===== src/hcbp_ram.sv =====
// Generic single-port RAM with registered read data.
module hcbp_ram #(
  parameter int WIDTH = 8,
  parameter int DEPTH = 256
) (
  input  logic                     clk,
  input  logic                     we,
  input  logic [$clog2(DEPTH)-1:0] addr,
  input  logic [WIDTH-1:0]         wdata,
  output logic [WIDTH-1:0]         rdata
);

  logic [WIDTH-1:0] mem_r [DEPTH];
  logic [WIDTH-1:0] rdata_r;

  always_ff @(posedge clk) begin
    if (we) begin
      mem_r[addr] <= wdata;
    end
    rdata_r <= mem_r[addr];
  end

  assign rdata = rdata_r;

endmodule


===== config.mk =====
export PLATFORM = sky130hd
export DESIGN_NAME = hcbp_ram
export DESIGN_NICKNAME = d
export VERILOG_FILES = /design/src/hcbp_ram.sv
export SDC_FILE = /design/constraint.sdc
export NUM_CORES = 2
export LEC_CHECK = 0
export ABC_AREA = 1
export BUFFER_PORTS_ARGS = -buffer_cell sky130_fd_sc_hd__buf_4
export CAP_MARGIN = 10
export CORE_ASPECT_RATIO = 1.4
export CORE_MARGIN = 5
export CORE_UTILIZATION = 34
export CTS_BUF_LIST = sky130_fd_sc_hd__clkbuf_16
export DETAILED_ROUTE_END_ITERATION = 12
export HOLD_SLACK_MARGIN = 0.05
export PLACE_DENSITY = 0.45
export SLEW_MARGIN = 10
export SYNTH_ARGS = -nofsm -noshare
export SYNTH_HDL_FRONTEND = slang
export SYNTH_SLANG_ARGS = --single-unit

===== constraint.sdc =====
create_clock -name clk -period 4.6 [get_ports clk]
set_input_delay 0.69 -clock clk [delete_from_list [all_inputs] [get_ports clk]]
set_output_delay 0.69 -clock clk [all_outputs]
set_load 0.01 [all_outputs]

==> impl_metrics.py <==
metrics = {
    "sta": {
        "tightest_slew_ns": 1.10,
        "fin_crit_ns": 3.36,
        "setup_viol": 0,
        "fin_crit_sh": 0.730,
        "hold_ws_ns": 0.143,
        "rsz0062_at_grt": "false",
        "slew_violations": 0,
        "layout_setup_ws_ns": 1.24,
        "tns_ns": 0,
        "hold_viol_final": 0,
        "timing.fmax_mhz": 298,
        "skew_ns": 0.0407,
        "slew_headroom": 0.268,
    },
    "synth": {
        "synth_top_area_frac": 0.725,
        "netlist_instances": 8021,
        "synth.most_common_cell": "nand2_1",
        "yosysWarnings": 0,
        "synth_nets": 8039,
        "ys_top_cells_by_count": "nand2_1 (4,770), edfxtp_1 (2,048), nor2_1 (361), nand3_1 (188), buf_2 (182)",
        "synth-edff-count": 2048,
        "synth_area_leaders": "edfxtp_1 (72%), nand2_1 (21%), nor2_1 (1.6%)",
        "synth-seq-cells": 2056,
        "synthArstFlopShare": 0,
        "synth_top_area_cell": "edfxtp_1",
        "synth-seq-area-share": 0.727,
        "synth_area_um2": 84900,
        "ys_types": 18,
        "synth.avg_cell_area_um2": 10.6,
        "synth_flop_cell": "edfxtp_1",
    },
    "routing": {
        "via_per_inst": 4.79,
        "drtIter0Drc": 4371,
        "wl_um": 261000,
        "via_count": 55500,
        "dr.pass1.iters": 7,
        "wl_per_cell_um": 22.5,
        "drcViolationCount": 0,
        "antenna_left": 0,
    },
    "worst_setup_path": {
        "critical_path_arrival_ns": 4.06,
        "worst-path-max-fanout": 116,
        "worst-path-buf-inv": 4,
        "crit_chain": "buf_8 -> inv_16 -> buf_12 -> buf_4 -> nand2_1 -> nand2_1 -> nand2_1 -> nand2_1 -> o21ai_0 -> nand2_1 -> nor2_1 -> nor2_1 -> nor2_1 -> nand2_1",
        "worst_setup_path_end_kind": "register",
        "path_class": "input port to register",
        "start_kind": "input port",
        "critPathSlowestCell": "nor2_1",
        "critical_path_required_ns": 5.30,
        "cpMostUsedCell": "nand2_1",
        "worst_path_largest_cell_delay_ns": 0.57,
        "path_delay_family": "simple AND/OR/NAND/NOR gates",
    },
    "grt": {
        "globalRoute.totalOverflow": 0,
        "grt_pass1_wl_um": 380000,
        "grt_pass1_vias": 55600,
        "grt_use_total": 0.197,
        "grt_antenna_before_repair": 15,
        "grt_max_degree": 152,
    },
    "final_layout": {
        "drive_above_1_share": 0.0729,
        "n_fill_cell": 24300,
        "syn_to_final_growth_pct": 13.9,
        "stdcell_count": 11600,
        "nets": 8150,
    },
    "cts": {
        "clk_pin_slew_worst_paths_ns": 0.06,
        "cts_buffers": 212,
        "tritoncts_num_sinks": 2056,
        "hold_buffers": 0,
        "cts_resized": 0,
        "post-cts-setup-buffers": 0,
        "clockRootBuffer": "clkbuf_16",
        "cts_htree_levels": 4,
        "clk_latency_ns": 0.85,
        "clock_tree.buffer_depth": 4,
        "cts_tree": "done",
    },
    "die": {
        "rows": 217,
        "initial_core_util": 0.341,
        "die_w_um": 432,
        "die-height_um": 601,
        "die_area_um2": 260000,
        "coreArea_um2": 249000,
        "pin_count": 26,
    },
    "placement": {
        "place_congestion": 0.815,
        "io_buffers": 25,
        "hpwl_um": 154000,
        "placed_cells": 11200,
        "dpl_worst_slack_ns": 0.382,
    },
    "worst_hold_path": {
        "min_path_type": "input port to register",
    },
    "power": {
        "ir_worst_vdd_mv": 0.260,
        "power_density_nw_per_um2": 408,
        "p_leak_nw": 38.2,
    },
    "run_status": {
        "status": "finished clean",
    },
    "run": {
        "max_cap_violations": 0,
    },
}
-- final timing paths --
path / startpoint / cells after the start / to / slack [ns]
worst min-delay path: wdata[2] / 1 / mem_r[252][2]$_DFFE_PP_ / 0.14
worst min register to register: mem_r[75][6]$_DFFE_PP_ / 10 / rdata[6]$_DFF_P_ / 0.95
worst max register to register: mem_r[156][2]$_DFFE_PP_ / 12 / rdata[2]$_DFF_P_ / 2.01
worst max-delay path: addr[1] / 14 / rdata[2]$_DFF_P_ / 1.24
-- area by class of cell --
cell class	instances	area, µm²	area share
diodes	6	15.0	0.000155
clock buffers	215	5380	0.0557
clock inverters	162	1040	0.0107
inverters	35	168	0.00174
multi-input cells	5513	21300	0.220
flip-flops and latches	2056	61700	0.638
well taps	3285	4110	0.0425
repair buffers	314	3000	0.0310
-- report_power, final --
| part | total (mW) | leakage (nW) | switching (mW) | internal [mW] |
|---|---|---|---|---|
| combinational | 2.37 | 16.4 | 1.84 | 0.538 |
| sequential | 20.7 | 18.5 | 0.0181 | 20.6 |
| clock | 16.4 | 3.37 | 7.23 | 9.17 |
-- layer usage --
| layer | vias to the layer above | wire [µm] | track usage | share of wire |
|---|---|---|---|---|
| li1 | 26600 | - | - | - |
| met2 | 1285 | 128000 | 0.340 | 0.49 |
| met4 | 4 | 11400 | 0.0781 | 0.044 |
| met5 | - | 26 | 0 | 0.00010 |
| met1 | 27200 | 108000 | 0.249 | 0.41 |
| met3 | 437 | 12900 | 0.0291 | 0.050 |
-- layout by cell type (no fill, tap or decap), types with 13 or more instances in the layout --
cell	count
buf_12	45
nand2_2	13
clkbuf_16	215
inv_1	86
a21oi_1	32
nor2_1	355
edfxtp_1	2048
clkinv_2	30
clkinv_1	56
buf_4	259
nand3_1	188
o21ai_1	119
nand2_1	4757
bufinv_16	14
o21ai_0	41
-- cell families (layout without fill, tap and decap cells) --
kind of cell    after synthesis  after routing  share of synthesized area
other cells                   0              6                          0
buf+inv                     452            726                     0.0236
compound gates              192            192                     0.0113
flops                      2056           2056                      0.727
simple gates               5321           5321                      0.238
-- stage by stage --
stage	instance area (µm²)	power [mW]	utilization
global route	96600	40.8	0.388
detailed placement	90200	23.5	0.362
floorplan	84900	22.2	-
CTS	96600	39.9	0.388
global placement	90200	23.5	0.362
finish	96600	39.4	0.388
-- state kept, by name, indices dropped and copies added, names as in the netlist --
signal / cells
mem_r: 2048
rdata: 8
No activity file was read; power rests on OpenSTA's default activity.
