## config.mk

```make
export PLATFORM = sky130hd
export DESIGN_NAME = hcbp_front
export DESIGN_NICKNAME = d
export VERILOG_FILES = /design/src/hcbp_pkg.sv /design/src/hcbp_front.sv
export SDC_FILE = /design/constraint.sdc
export NUM_CORES = 1
export LEC_CHECK = 0
export ABC_AREA = 1
export BUFFER_PORTS_ARGS = -buffer_cell sky130_fd_sc_hd__buf_4
export CORE_MARGIN = 2
export CORE_UTILIZATION = 35
export CTS_BUF_LIST = sky130_fd_sc_hd__clkbuf_16
export CTS_CLUSTER_SIZE = 40
export DETAILED_ROUTE_END_ITERATION = 16
export GPL_ROUTABILITY_DRIVEN = 0
export PLACE_DENSITY_LB_ADDON = 0.3
export SKIP_LAST_GASP = 1
export SYNTH_ARGS = -nofsm -noshare
export SYNTH_HDL_FRONTEND = slang
export SYNTH_SLANG_ARGS = --single-unit
```

## constraint.sdc

```tcl
create_clock -name clk -period 5.7 [get_ports clk]
set_input_delay 1.14 -clock clk [delete_from_list [all_inputs] [get_ports clk]]
set_output_delay 1.14 -clock clk [all_outputs]
set_load 0.05 [all_outputs]
```

## src/hcbp_pkg.sv

```systemverilog
// Shared types, constants and codes for the Huffman code bit packer.
package hcbp_pkg;

  localparam int MAX_CODE_LEN = 32;
  localparam int SYMBOL_COUNT = 256;

  localparam int WORD_W  = 32;
  localparam int LEN_W   = 6;
  localparam int SYM_W   = 8;
  localparam int MODE_W  = 2;
  localparam int BYTE_W  = 8;

  // longest code that can actually be stored
  localparam int LEN_CAP = (MAX_CODE_LEN < WORD_W) ? MAX_CODE_LEN : WORD_W;
  // pending bits (at most seven) plus one code, left aligned
  localparam int ACC_W   = LEN_CAP + BYTE_W;
  localparam int CNT_W   = $clog2(ACC_W + 1);
  localparam int ADDR_W  = (SYMBOL_COUNT > 1) ? $clog2(SYMBOL_COUNT) : 1;
  localparam int ENTRY_W = LEN_W + WORD_W;

  localparam int QDEPTH  = 2;
  localparam int QPTR_W  = $clog2(QDEPTH);
  localparam int QCNT_W  = $clog2(QDEPTH + 1);

  localparam logic [MODE_W-1:0] MODE_LOAD   = 2'd0;
  localparam logic [MODE_W-1:0] MODE_ENCODE = 2'd1;
  localparam logic [MODE_W-1:0] MODE_FLUSH  = 2'd2;

  typedef struct packed {
    logic [MODE_W-1:0] mode;
    logic [SYM_W-1:0]  symbol;
    logic [WORD_W-1:0] code_word;
    logic [LEN_W-1:0]  code_length;
  } hcbp_cmd_t;

  typedef struct packed {
    logic             idle;
    logic [CNT_W-1:0] cnt;
  } hcbp_status_t;

endpackage

```

## src/hcbp_front.sv

```systemverilog
// Input side: takes beats, drops no-op items, tidies loads and queues the rest.
module hcbp_front (
  input  logic                       clk,
  input  logic                       rst_n,
  input  logic                       in_valid,
  output logic                       in_stall,
  input  logic [hcbp_pkg::MODE_W-1:0] in_mode,
  input  logic [hcbp_pkg::SYM_W-1:0]  in_symbol,
  input  logic [hcbp_pkg::WORD_W-1:0] in_code_word,
  input  logic [hcbp_pkg::LEN_W-1:0]  in_code_length,
  output hcbp_pkg::hcbp_cmd_t         head,
  output logic                       head_valid,
  input  logic                       pop
);
  import hcbp_pkg::*;

  hcbp_cmd_t          q_r [QDEPTH];
  logic [QPTR_W-1:0]  wr_ptr_r, wr_ptr_nxt;
  logic [QPTR_W-1:0]  rd_ptr_r, rd_ptr_nxt;
  logic [QCNT_W-1:0]  cnt_r, cnt_nxt;

  logic               full;
  logic               accept;
  logic               keep;
  logic               push;
  logic               in_range;
  logic [LEN_W-1:0]   len_sat;
  hcbp_cmd_t          cmd;

  assign full       = (cnt_r == QCNT_W'(QDEPTH));
  assign in_stall   = full;
  assign head_valid = (cnt_r != '0);
  assign head       = q_r[rd_ptr_r];
  assign accept     = in_valid && !in_stall;

  always_comb begin
    in_range = ({1'b0, in_symbol} < (SYM_W+1)'(SYMBOL_COUNT));
    len_sat  = (in_code_length > LEN_W'(LEN_CAP)) ? LEN_W'(LEN_CAP) : in_code_length;
    case (in_mode)
      MODE_LOAD, MODE_ENCODE: keep = in_range;
      MODE_FLUSH:             keep = 1'b1;
      default:                keep = 1'b0;
    endcase
    cmd.mode        = in_mode;
    cmd.symbol      = in_symbol;
    // bits above the code length would spill into the pending bits later
    cmd.code_word   = in_code_word & ~({WORD_W{1'b1}} << len_sat);
    cmd.code_length = len_sat;
  end

  assign push = accept && keep;

  always_comb begin
    wr_ptr_nxt = wr_ptr_r;
    rd_ptr_nxt = rd_ptr_r;
    cnt_nxt    = cnt_r;
    if (push) begin
      wr_ptr_nxt = (wr_ptr_r == QPTR_W'(QDEPTH - 1)) ? '0 : wr_ptr_r + 1'b1;
    end
    if (pop) begin
      rd_ptr_nxt = (rd_ptr_r == QPTR_W'(QDEPTH - 1)) ? '0 : rd_ptr_r + 1'b1;
    end
    if (push && !pop) begin
      cnt_nxt = cnt_r + 1'b1;
    end else if (pop && !push) begin
      cnt_nxt = cnt_r - 1'b1;
    end
  end

  always_ff @(posedge clk) begin
    if (!rst_n) begin
      wr_ptr_r <= '0;
      rd_ptr_r <= '0;
      cnt_r    <= '0;
    end else begin
      wr_ptr_r <= wr_ptr_nxt;
      rd_ptr_r <= rd_ptr_nxt;
      cnt_r    <= cnt_nxt;
    end
  end

  always_ff @(posedge clk) begin
    if (push) begin
      q_r[wr_ptr_r] <= cmd;
    end
  end

endmodule

```

==> results.tsv <==
metric	value	unit
grt_overflow	0	
grt_setup_unrepaired	no	
layout-drive-gt1-share	0.4223	
grt_pass1_vias	2629	
die_area	0.01312	sq mm
nets	460	
finClkSkew	0.003328	ns
setup_viol	0	
syn2layout_area_growth	27.85	%
power_leakage	0.002210	uW
vias_per_cell	4.626	
critical_path.slowest_cell	dfxtp_2	
crit_fanout	28	
drcViolationCount	0	
post_cts_buffers	0	
synth.most_common_cell	edfxtp_1	
avgSynthCellArea	14.21	sq um
pin_count	102	
setup.worst_path.end_class	primary output	
first_pass_iters	6	
hold_class	reg -> reg	
busiest_layer	met2	
grt_util_met2	0.2331	
die_h	114.5	microns
crit_required	4.56	ns
cpMostUsedCell	buf_4	
yosysTopAreaCellShare	0.6741	
syn-cell-area	0.004277	sq mm
num_vias	2586	
clkLatencyLatePin	0.33	ns
cts_tree	yes	
postCtsHoldBufs	0	
design.core.area	0.01196	sq mm
drt-initial-drc-count	131	
hp-start	rd_ptr_r$_SDFFE_PN0P_	
track_usage	0.1394	
ir_drop	0.1927	mV
avgRoutedWirePerCell	15.91	microns
n_antenna_cell	0	
slowest_delay	0.67	ns
htreeDepth	3	
tightest_slew	0.5546	ns
final_antenna_net_count	0	
rows	40	
drv_cap	0	
maxSlewViolCount	0	
grt_use_met1	0.1810	
syn-instance-count	301	
post_cts_resized	0	
dieWidth	114.5	microns
grt_max_degree	39	
worstPathCellList	buf_4, mux2_2, buf_4	
path_delay_family	flip-flops	
clkTransAtPathRegs	0.06	ns
grt_pass1_wl	13590	microns
power_density	337.8	mW/mm^2
buffer_ports.inserted	101	
cts_sinks	101	
routed_wl	8892	microns
yosys-top-cells-area	edfxtp_1, mux2_2, nand2_1	
fin_tns_setup	0	ns
numCtsBuffers	9	
setup_ws	2.479	ns
dpl_worst_slack	2.794	ns
hold_viol	0	
cts_root_buf	clkbuf_16	
synth_flop_cell	edfxtp_1	
yosysWarnings	0	
fmax	310.5	MHz
dpl.hpwl	6168	microns
synth.largest_area_cell	edfxtp_1	
synth_seq_cells	101	
critical_path_class	reg -> out	
antenna_found_initial	0	
initial_utilization	0.3575	
crit_buf_inv	2	
synth_common_cells	edfxtp_1, mux2_2, nand2_1, inv_1, nor2_1	
synth_seq_area_share	0.6975	
synth_nets	354	
slew_headroom	0.6303	
critPathArrivalTime	2.08	ns
async_flop_share	0	
status	complete, no violations	
critPathLaunchType	flip-flop	
grtUsageMet3	0.02859	
r2r_start	cnt_r[0]$_SDFFE_PN0P_	
post-route-period-util	0.5651	
min_period	3.221	ns
synth_edf_count	96	
cts.path.max_buffers	2	
synth_cell_types	30	
placed cells by master, fill, tap and decap left out, types with 2 or more instances in the layout:
cell type,count
dfxtp_1,4
a21oi_1,7
a21boi_1,4
clkinv_2,2
mux2_2,43
a31oi_1,2
mux2_1,5
inv_1,33
inv_2,2
clkbuf_16,9
nand3_1,14
nand2_1,37
buf_4,104
edfxtp_1,96
nor2_4,5
o21a_1,2
nor2_1,23
o21ai_0,5
kinds of logic after synthesis:
family / share of synthesized area
buffers and inverters: 0.04827
DFF: 0.6975
muxes: 0.1264
adders and majority gates: 0.002925
and+or+nand+nor: 0.09363
AOI/OAI and AO/OA: 0.03130
layer usage:
| metal | wire length [microns] | vias up |
|---|---|---|
| li1 | - | 1277 |
| met1 | 4009 | 1248 |
| met2 | 4456 | 54 |
| met3 | 309 | 7 |
| met4 | 117 | 0 |
| met5 | 0 | - |
registers in the layout (all words and copies together), names as in the netlist, named ones only:
| signal | count |
|---|---|
| q_r | 96 |
| cnt_r | 2 |
| wr_ptr_r | 1 |
| rd_ptr_r | 1 |
worst min-delay path, cell delays in order, from the launching register on:
cell and delay [ns]:
dfxtp_1 0.33, nor2_1 0.06, nor2_1 0.09
worst paths after layout:
| path | to | slack [ns] | cells after the start |
|---|---|---|---|
| max | head[3] | 2.48 | 3 |
| min | rd_ptr_r$_SDFFE_PN0P_ | 0.51 | 2 |
| max reg2reg | q_r[1][24]$_DFFE_PP_ | 3.67 | 5 |
| min reg2reg | rd_ptr_r$_SDFFE_PN0P_ | 0.51 | 2 |
power breakdown:
part,internal (uW),switching [uW],leakage (uW)
logic,125,251,0.00113
clock network,334,249,0.000145
registers,873,15.3,0.000939
per-stage QoR:
stage          hold WS, ns  area [sq um]  total power (uW)  utilization  instances
2_1_floorplan       0.4635          4277              1161            -        301
3_3_place_gp        0.4778          5184              1279       0.4334        543
3_5_place_dp        0.4930          5184              1285       0.4334        543
4_1_cts             0.5102          5468              1871       0.4571        559
5_1_grt             0.5526          5468              1924       0.4571        559
6_report            0.5109          5468              1847       0.4571        559
cell type report:
type	instances	area [sq um]
fill	1123	6494
sequential	101	2984
multi-input combinational	157	1102
timing repair buffer	104	780.7
clock buffer	9	225.2
tap	147	183.9
inverter	34	132.6
clock inverter	7	58.81
Note: power is estimated with default switching activity, not from simulation.
