--- config.mk ---
export PLATFORM = sky130hd
export DESIGN_NAME = hcbp_back
export DESIGN_NICKNAME = d
export VERILOG_FILES = /design/src/hcbp_pkg.sv /design/src/hcbp_back.sv
export SDC_FILE = /design/constraint.sdc
export NUM_CORES = 1
export LEC_CHECK = 0
export ABC_CLOCK_PERIOD_IN_PS = 9700
export BUFFER_PORTS_ARGS = -buffer_cell sky130_fd_sc_hd__buf_2
export CORE_MARGIN = 10
export CORE_UTILIZATION = 45
export CTS_CLUSTER_DIAMETER = 60
export CTS_CLUSTER_SIZE = 10
export DETAILED_ROUTE_END_ITERATION = 8
export PLACE_DENSITY = 0.71
export SLEW_MARGIN = 20
export SYNTH_ARGS = -nofsm -noshare
export SYNTH_HDL_FRONTEND = slang
export SYNTH_SLANG_ARGS = --single-unit
--- constraint.sdc ---
create_clock -name clk -period 9.7 [get_ports clk]
set_clock_uncertainty 0.15 [all_clocks]
set_input_delay 2.91 -clock clk [delete_from_list [all_inputs] [get_ports clk]]
set_output_delay 2.91 -clock clk [all_outputs]
set_load 0.02 [all_outputs]
--- src/hcbp_pkg.sv ---
// Shared types, constants and codes for the Huffman code bit packer.
package hcbp_pkg;

  localparam int MAX_CODE_LEN = 32;
  localparam int SYMBOL_COUNT = 256;

  localparam int WORD_W  = 32;
  localparam int LEN_W   = 6;
  localparam int SYM_W   = 8;
  localparam int MODE_W  = 2;
  localparam int BYTE_W  = 8;

  // longest code that can actually be stored
  localparam int LEN_CAP = (MAX_CODE_LEN < WORD_W) ? MAX_CODE_LEN : WORD_W;
  // pending bits (at most seven) plus one code, left aligned
  localparam int ACC_W   = LEN_CAP + BYTE_W;
  localparam int CNT_W   = $clog2(ACC_W + 1);
  localparam int ADDR_W  = (SYMBOL_COUNT > 1) ? $clog2(SYMBOL_COUNT) : 1;
  localparam int ENTRY_W = LEN_W + WORD_W;

  localparam int QDEPTH  = 2;
  localparam int QPTR_W  = $clog2(QDEPTH);
  localparam int QCNT_W  = $clog2(QDEPTH + 1);

  localparam logic [MODE_W-1:0] MODE_LOAD   = 2'd0;
  localparam logic [MODE_W-1:0] MODE_ENCODE = 2'd1;
  localparam logic [MODE_W-1:0] MODE_FLUSH  = 2'd2;

  typedef struct packed {
    logic [MODE_W-1:0] mode;
    logic [SYM_W-1:0]  symbol;
    logic [WORD_W-1:0] code_word;
    logic [LEN_W-1:0]  code_length;
  } hcbp_cmd_t;

  typedef struct packed {
    logic             idle;
    logic [CNT_W-1:0] cnt;
  } hcbp_status_t;

endpackage

--- src/hcbp_back.sv ---
// Execution side: table writes, code lookup, bit packing and byte output.
module hcbp_back (
  input  logic                          clk,
  input  logic                          rst_n,
  input  hcbp_pkg::hcbp_cmd_t           head,
  input  logic                          head_valid,
  output logic                          pop,
  output logic                          ram_we,
  output logic [hcbp_pkg::ADDR_W-1:0]   ram_addr,
  output logic [hcbp_pkg::ENTRY_W-1:0]  ram_wdata,
  input  logic [hcbp_pkg::ENTRY_W-1:0]  ram_rdata,
  output logic                          out_valid,
  input  logic                          out_stall,
  output logic [hcbp_pkg::BYTE_W-1:0]   out_byte,
  output logic                          out_last_of_run,
  output hcbp_pkg::hcbp_status_t        status
);
  import hcbp_pkg::*;

  localparam logic [1:0] ST_IDLE  = 2'd0;
  localparam logic [1:0] ST_MERGE = 2'd1;
  localparam logic [1:0] ST_EMIT  = 2'd2;

  logic [1:0]        state_r, state_nxt;
  logic [ACC_W-1:0]  acc_r, acc_nxt;
  logic [CNT_W-1:0]  cnt_r, cnt_nxt;
  logic              out_valid_r, out_valid_nxt;
  logic [BYTE_W-1:0] out_byte_r, out_byte_nxt;
  logic              out_last_r, out_last_nxt;

  logic              out_free;
  logic [WORD_W-1:0] code;
  logic [LEN_W-1:0]  len;
  logic [CNT_W-1:0]  sh;

  assign code = ram_rdata[WORD_W-1:0];
  assign len  = ram_rdata[ENTRY_W-1:WORD_W];
  // code lands just below the pending bits, left aligned overall
  assign sh   = CNT_W'(ACC_W) - cnt_r - CNT_W'(len);
  assign out_free = !out_valid_r || !out_stall;

  always_comb begin
    state_nxt     = state_r;
    acc_nxt       = acc_r;
    cnt_nxt       = cnt_r;
    out_valid_nxt = out_valid_r && out_stall;
    out_byte_nxt  = out_byte_r;
    out_last_nxt  = out_last_r;
    pop           = 1'b0;
    ram_we        = 1'b0;
    ram_addr      = head.symbol[ADDR_W-1:0];
    ram_wdata     = {head.code_length, head.code_word};

    case (state_r)
      ST_IDLE: begin
        if (head_valid) begin
          case (head.mode)
            MODE_LOAD: begin
              ram_we = 1'b1;
              pop    = 1'b1;
            end
            MODE_ENCODE: begin
              pop       = 1'b1;
              state_nxt = ST_MERGE;
            end
            MODE_FLUSH: begin
              if (cnt_r == '0) begin
                pop = 1'b1;
              end else if (out_free) begin
                pop           = 1'b1;
                out_valid_nxt = 1'b1;
                out_byte_nxt  = acc_r[ACC_W-1 -: BYTE_W];
                out_last_nxt  = 1'b1;
                acc_nxt       = '0;
                cnt_nxt       = '0;
              end
            end
            default: pop = 1'b1;
          endcase
        end
      end
      ST_MERGE: begin
        acc_nxt   = acc_r | (ACC_W'(code) << sh);
        cnt_nxt   = cnt_r + CNT_W'(len);
        state_nxt = (cnt_nxt >= CNT_W'(BYTE_W)) ? ST_EMIT : ST_IDLE;
      end
      ST_EMIT: begin
        if (out_free) begin
          out_valid_nxt = 1'b1;
          out_byte_nxt  = acc_r[ACC_W-1 -: BYTE_W];
          out_last_nxt  = (cnt_r < CNT_W'(2 * BYTE_W));
          acc_nxt       = acc_r << BYTE_W;
          cnt_nxt       = cnt_r - CNT_W'(BYTE_W);
          if (cnt_r < CNT_W'(2 * BYTE_W)) begin
            state_nxt = ST_IDLE;
          end
        end
      end
      default: state_nxt = ST_IDLE;
    endcase
  end

  always_ff @(posedge clk) begin
    if (!rst_n) begin
      state_r     <= ST_IDLE;
      acc_r       <= '0;
      cnt_r       <= '0;
      out_valid_r <= 1'b0;
    end else begin
      state_r     <= state_nxt;
      acc_r       <= acc_nxt;
      cnt_r       <= cnt_nxt;
      out_valid_r <= out_valid_nxt;
    end
  end

  always_ff @(posedge clk) begin
    out_byte_r <= out_byte_nxt;
    out_last_r <= out_last_nxt;
  end

  assign out_valid       = out_valid_r;
  assign out_byte        = out_byte_r;
  assign out_last_of_run = out_last_r;
  assign status.idle     = (state_r == ST_IDLE);
  assign status.cnt      = cnt_r;

endmodule

==> results of run 1 <==
[critical path: cells and delay by family]
| family | cells | cell delay [ps] |
|---|---|---|
| compound gates | 2 | 290 |
| buf+inv | 2 | 270 |
| simple gates | 1 | 180 |
[cell usage after synthesis (all sizes together), types with 8 or more instances]
library cell / n
a21oi: 40
and2: 9
nand3: 19
clkbuf: 26
edfxtp: 9
o21ai: 31
nor3: 16
and3: 15
buf: 62
ha: 19
nand4: 11
o22ai: 8
mux2: 33
nand2: 47
a22oi: 24
mux4: 27
dfxtp: 49
inv: 22
nor2: 35
mux2i: 31
o21a: 11
[registers in the layout, summed over array words and instances (netlist names)]
signal	flops
out_byte	8
out_last_of_run	1
acc_r	40
cnt_r	6
state_r	2
out_valid	1
[final cells by class]
type	instances	area, sq um
Clock buffer	11	233
Sequential cell	58	1250
Timing Repair Buffer	69	363
Inverter	23	86.3
Tap cell	147	184
Fill cell	1131	6170
Multi-Input combinational cell	456	3630
Clock inverter	4	45.0
[logic make-up (layout without fill, tap and decap cells)]
kind of cell / Yosys count / count (layout) / synth area share
xor+xnor: 11 / 11 / 0.0190
mux: 91 / 91 / 0.237
compound gates: 158 / 158 / 0.192
buf+inv: 111 / 107 / 0.113
fa+ha+maj: 21 / 21 / 0.0510
simple gates: 175 / 175 / 0.159
flops: 58 / 58 / 0.230
[power breakdown]
group	switching, mW	internal, mW
combinational	0.187	0.120
clock	0.104	0.195
sequential	0.00150	0.246
[how the worst max path moves through the flow]
| stage | end |
|---|---|
| CTS | pop |
| global placement | pop |
| floorplan | pop |
| detailed placement | pop |
| global route | pop |
| finish | pop |
[layer usage]
layer,global-route usage,wire length (um),share of wire,up-vias
li1,-,-,-,2285
met2,0.295,7110,0.44,245
met1,0.255,7010,0.44,2367
met5,0,0,0,-
met3,0.0426,1470,0.092,37
met4,0.0714,383,0.024,0
==> out/metrics.cfg, run 1 <==
[sta]
grt_setup_unrepaired = false
fin_hold_ws_ps = 272
min_period_over_period = 0.693
maxSlewViolCount = 0
max_slew_margin = 0.330
tightestPinTransition_ps = 997
max_freq_mhz = 149
tns_ps = 0
finalHoldViolations = 0
setup_viol = 0
fin_ws_ps = 2980
fin_crit_ps = 6720

[placement]
portBuffers = 62
place_inst = 753
dpl_worst_slack_ps = 2990
dp_hpwl_mm = 12.1
place_area_sq_um = 5520
routabilityCongestion = 0.952

[global_route]
antenna_found_initial = 0
grtUsageTotal = 0.191
overflow = 0
grt_pass1_wl_mm = 25.9
grt_start_max_net_pins = 47
grt_pass1_vias = 4858

[logic_synthesis]
syn_avg_cell_area_sq_um = 8.72
synth_top_area_share = 0.180
async_flop_share = 0
synth_area_sq_um = 5450
yosys_warnings = 0
synth_top_area_cell = dfxtp_1
yosysSeqAreaShare = 0.230
synthFlopType = dfxtp_1
synth_edf_count = 9
yosysUniqueCellTypes = 65
synthCells = 625
synth_fp_nets = 736
ys_seq_elements = 58
synth_area_leaders = dfxtp_1 18%, mux4_2 11%, mux2_2 6.8%

[clock_tree]
cts_buffers = 9
ctsHoldBuffers = 0
cts.sinks = 58
cts_setup_buffers = 0
cts.path.max_buffers = 2
clkSlewWorstSetupHoldPaths_ps = 50
tritoncts = done
cts_root_buf = clkbuf_16
htree_levels = 3
clock_latency_ps = 330
cts_resized = 0

[final_layout]
final_util = 0.485
final_cell_count_no_fill = 768
antenna_cells = 0
layout_commonest_cell = buf_2
final_area_sq_um = 5800
syn2layout_area_growth_pct = 6.31
finalNetCount = 728
layout_common_cells = 62 x buf_2, 49 x dfxtp_1, 47 x nand2_1
drive_gt1_frac = 0.251

[critical_path]
r2r-start = cnt_r[1]
reg2reg_slack_ps = 5860
max_stage_delay_ps = 200
end_kind = output pin
crit_chain = buf_2, nand2b_1, a21oi_1, a21oi_1, buf_2
slowest_stage = a21oi_1
cp.required_ps = 6640
crit_type = in2out
critPathMaxFanout = 3
cp-startpoint = head[46]
reg2reg_depth = 7
arrival_ps = 3660
startpoint_type = input pin
rr_endpoint = acc_r[33]

[hold_path]
hold_end = out_byte[0]
hold_depth = 0
hold_path_class = reg2reg
hold_start = acc_r[32]

[floorplanning]
dieArea_sq_um = 16900
start_util = 0.456
ios = 155
num_rows = 40
die_x_um = 130
core-area_sq_um = 12000
die_h_um = 130

[routing]
dr.pass1.iters = 5
routed_wirelength_mm = 16.0
detail-route-antenna-nets = 0
dr.first_iter.drc_count = 541
drt-vias-per-instance = 6.42
drc = 0
avgRoutedWirePerCell_um = 20.8
vias = 4934

[status]
status = finished, final reports clean

[pwr]
leakage_nw = 2.24
finalPower_mw = 0.855
p_per_area_nw_per_um2 = 147
ir_worst_vdd_v = 0.0000926

[job]
cap_violations = 0

No activity file was read; power rests on OpenSTA's default activity.
==> run 2, diff against run 1 <==
--- a/config.mk
+++ b/config.mk
@@ -5,7 +5,7 @@
 export SDC_FILE = /design/constraint.sdc
 export NUM_CORES = 1
 export LEC_CHECK = 0
-export ABC_CLOCK_PERIOD_IN_PS = 9700
+export ABC_CLOCK_PERIOD_IN_PS = 6400
 export BUFFER_PORTS_ARGS = -buffer_cell sky130_fd_sc_hd__buf_2
 export CORE_MARGIN = 10
 export CORE_UTILIZATION = 45
==> constraint.sdc (replaced) <==
create_clock -name clk -period 6.4 [get_ports clk]
set_clock_uncertainty 0.15 [all_clocks]
set_input_delay 1.92 -clock clk [delete_from_list [all_inputs] [get_ports clk]]
set_output_delay 1.92 -clock clk [all_outputs]
set_load 0.02 [all_outputs]
==> run 2 against run 1 <==
Combinational power is 53% higher. First-iteration DRC count is 8.5% lower. Wire length up 4.5%. Clock power up 42%. Worst hold slack gained 6.7 ps. Highest routed layer unchanged.
==> out/metrics.cfg, run 2 (synthesis gave the netlist of run 1 again) <==
[status]
status = finished, final reports clean

[routing]
drc = 0
routed_wirelength_mm = 16.7
dr.first_iter.drc_count = 495
vias = 5048
avgRoutedWirePerCell_um = 21.6
detail-route-antenna-nets = 0
drt-vias-per-instance = 6.54
dr.pass1.iters = 5

[placement]
portBuffers = 62
routabilityCongestion = 0.954
dp_hpwl_mm = 12.7

[global_route]
grtUsageTotal = 0.198
grt_pass1_wl_mm = 26.8
grt_start_max_net_pins = 47
grt_pass1_vias = 4990
antenna_found_initial = 0
overflow = 0

[clock_tree]
cts_root_buf = clkbuf_16
cts_resized = 0
htree_levels = 3
clkSlewWorstSetupHoldPaths_ps = 50
clock_latency_ps = 340
cts.sinks = 58
cts_buffers = 9
cts_setup_buffers = 0
cts.path.max_buffers = 2
tritoncts = done
ctsHoldBuffers = 0

[sta]
finalHoldViolations = 0
tns_ps = 0
setup_viol = 0
fin_crit_ps = 5150
max_freq_mhz = 194
max_slew_margin = 0.278
grt_setup_unrepaired = false
maxSlewViolCount = 0
min_period_over_period = 0.805
tightestPinTransition_ps = 1070

[critical_path]
cp.required_ps = 6470
critPathMaxFanout = 46
end_kind = flop
arrival_ps = 5220
crit_type = in2reg
startpoint_type = input pin

[pwr]
leakage_nw = 2.25
p_per_area_nw_per_um2 = 219
ir_worst_vdd_v = 0.000125

[final_layout]
largest_register_ffs = 40
antenna_cells = 0
layout_commonest_cell = buf_2
drive_gt1_frac = 0.254
finalNetCount = 731
top_register = acc_r
layout_common_cells = 62 x buf_2, 49 x dfxtp_1, 47 x nand2_1
final_util = 0.485
syn2layout_area_growth_pct = 6.33

[job]
cap_violations = 0

[floorplanning]
core-area_sq_um = 12000
die_h_um = 130
start_util = 0.456
ios = 155
die_x_um = 130
dieArea_sq_um = 16900
num_rows = 40

[hold_path]
hold_path_class = reg2reg

run 2: area by class of cell:
cell class                      instances  area, sq um
Fill cell                            1123         6160
Multi-Input combinational cell        456         3630
Sequential cell                        58         1250
Timing Repair Buffer                   72          385
Clock buffer                           12          236
Tap cell                              147          184
Inverter                               23         86.3
Clock inverter                          4         20.0
run 2: layer usage:
layer	global-route usage	part of all wire	up-vias
met5	0	0	-
met4	0.0926	0.035	0
met3	0.0548	0.091	52
met2	0.287	0.43	296
met1	0.266	0.44	2411
li1	-	-	2289
run 2: power breakdown:
part           leakage [nW]  switching, mW  internal [mW]  total (mW)
sequential            0.459        0.00220          0.373       0.375
combinational          1.66          0.287          0.184       0.470
clock                 0.130          0.167          0.259       0.425
total                  2.25          0.455          0.815        1.27
run 2: critical path, stage by stage:
cell,delay (ps)
buf_2,130
ha_1,330
inv_1,60
ha_2,980
mux2_2,460
mux4_2,500
mux4_2,490
a211o_1,310
run 2: stage by stage:
step	hold WS [ps]	total power, mW	setup slack [ps]	area [sq um]	std cells
after floorplan	250	0.756	1390	5450	625
after global placement	263	0.836	1000	5540	756
after detailed placement	269	0.838	932	5540	756
after CTS	281	1.26	1270	5800	772
after global routing	306	1.32	1130	5800	772
final	278	1.27	1250	5800	772
run 2: path summary, 6_finish.rpt:
path / from / endpoint / slack (ps) / cells after the start
hold reg to reg: acc_r[32] / out_byte[0] / 280 / 0
setup reg to reg: cnt_r[1] / acc_r[33] / 2550 / 7
setup / recovery: ram_rdata[33] / acc_r[33] / 1250 / 8
hold / removal: acc_r[32] / out_byte[0] / 280 / 0
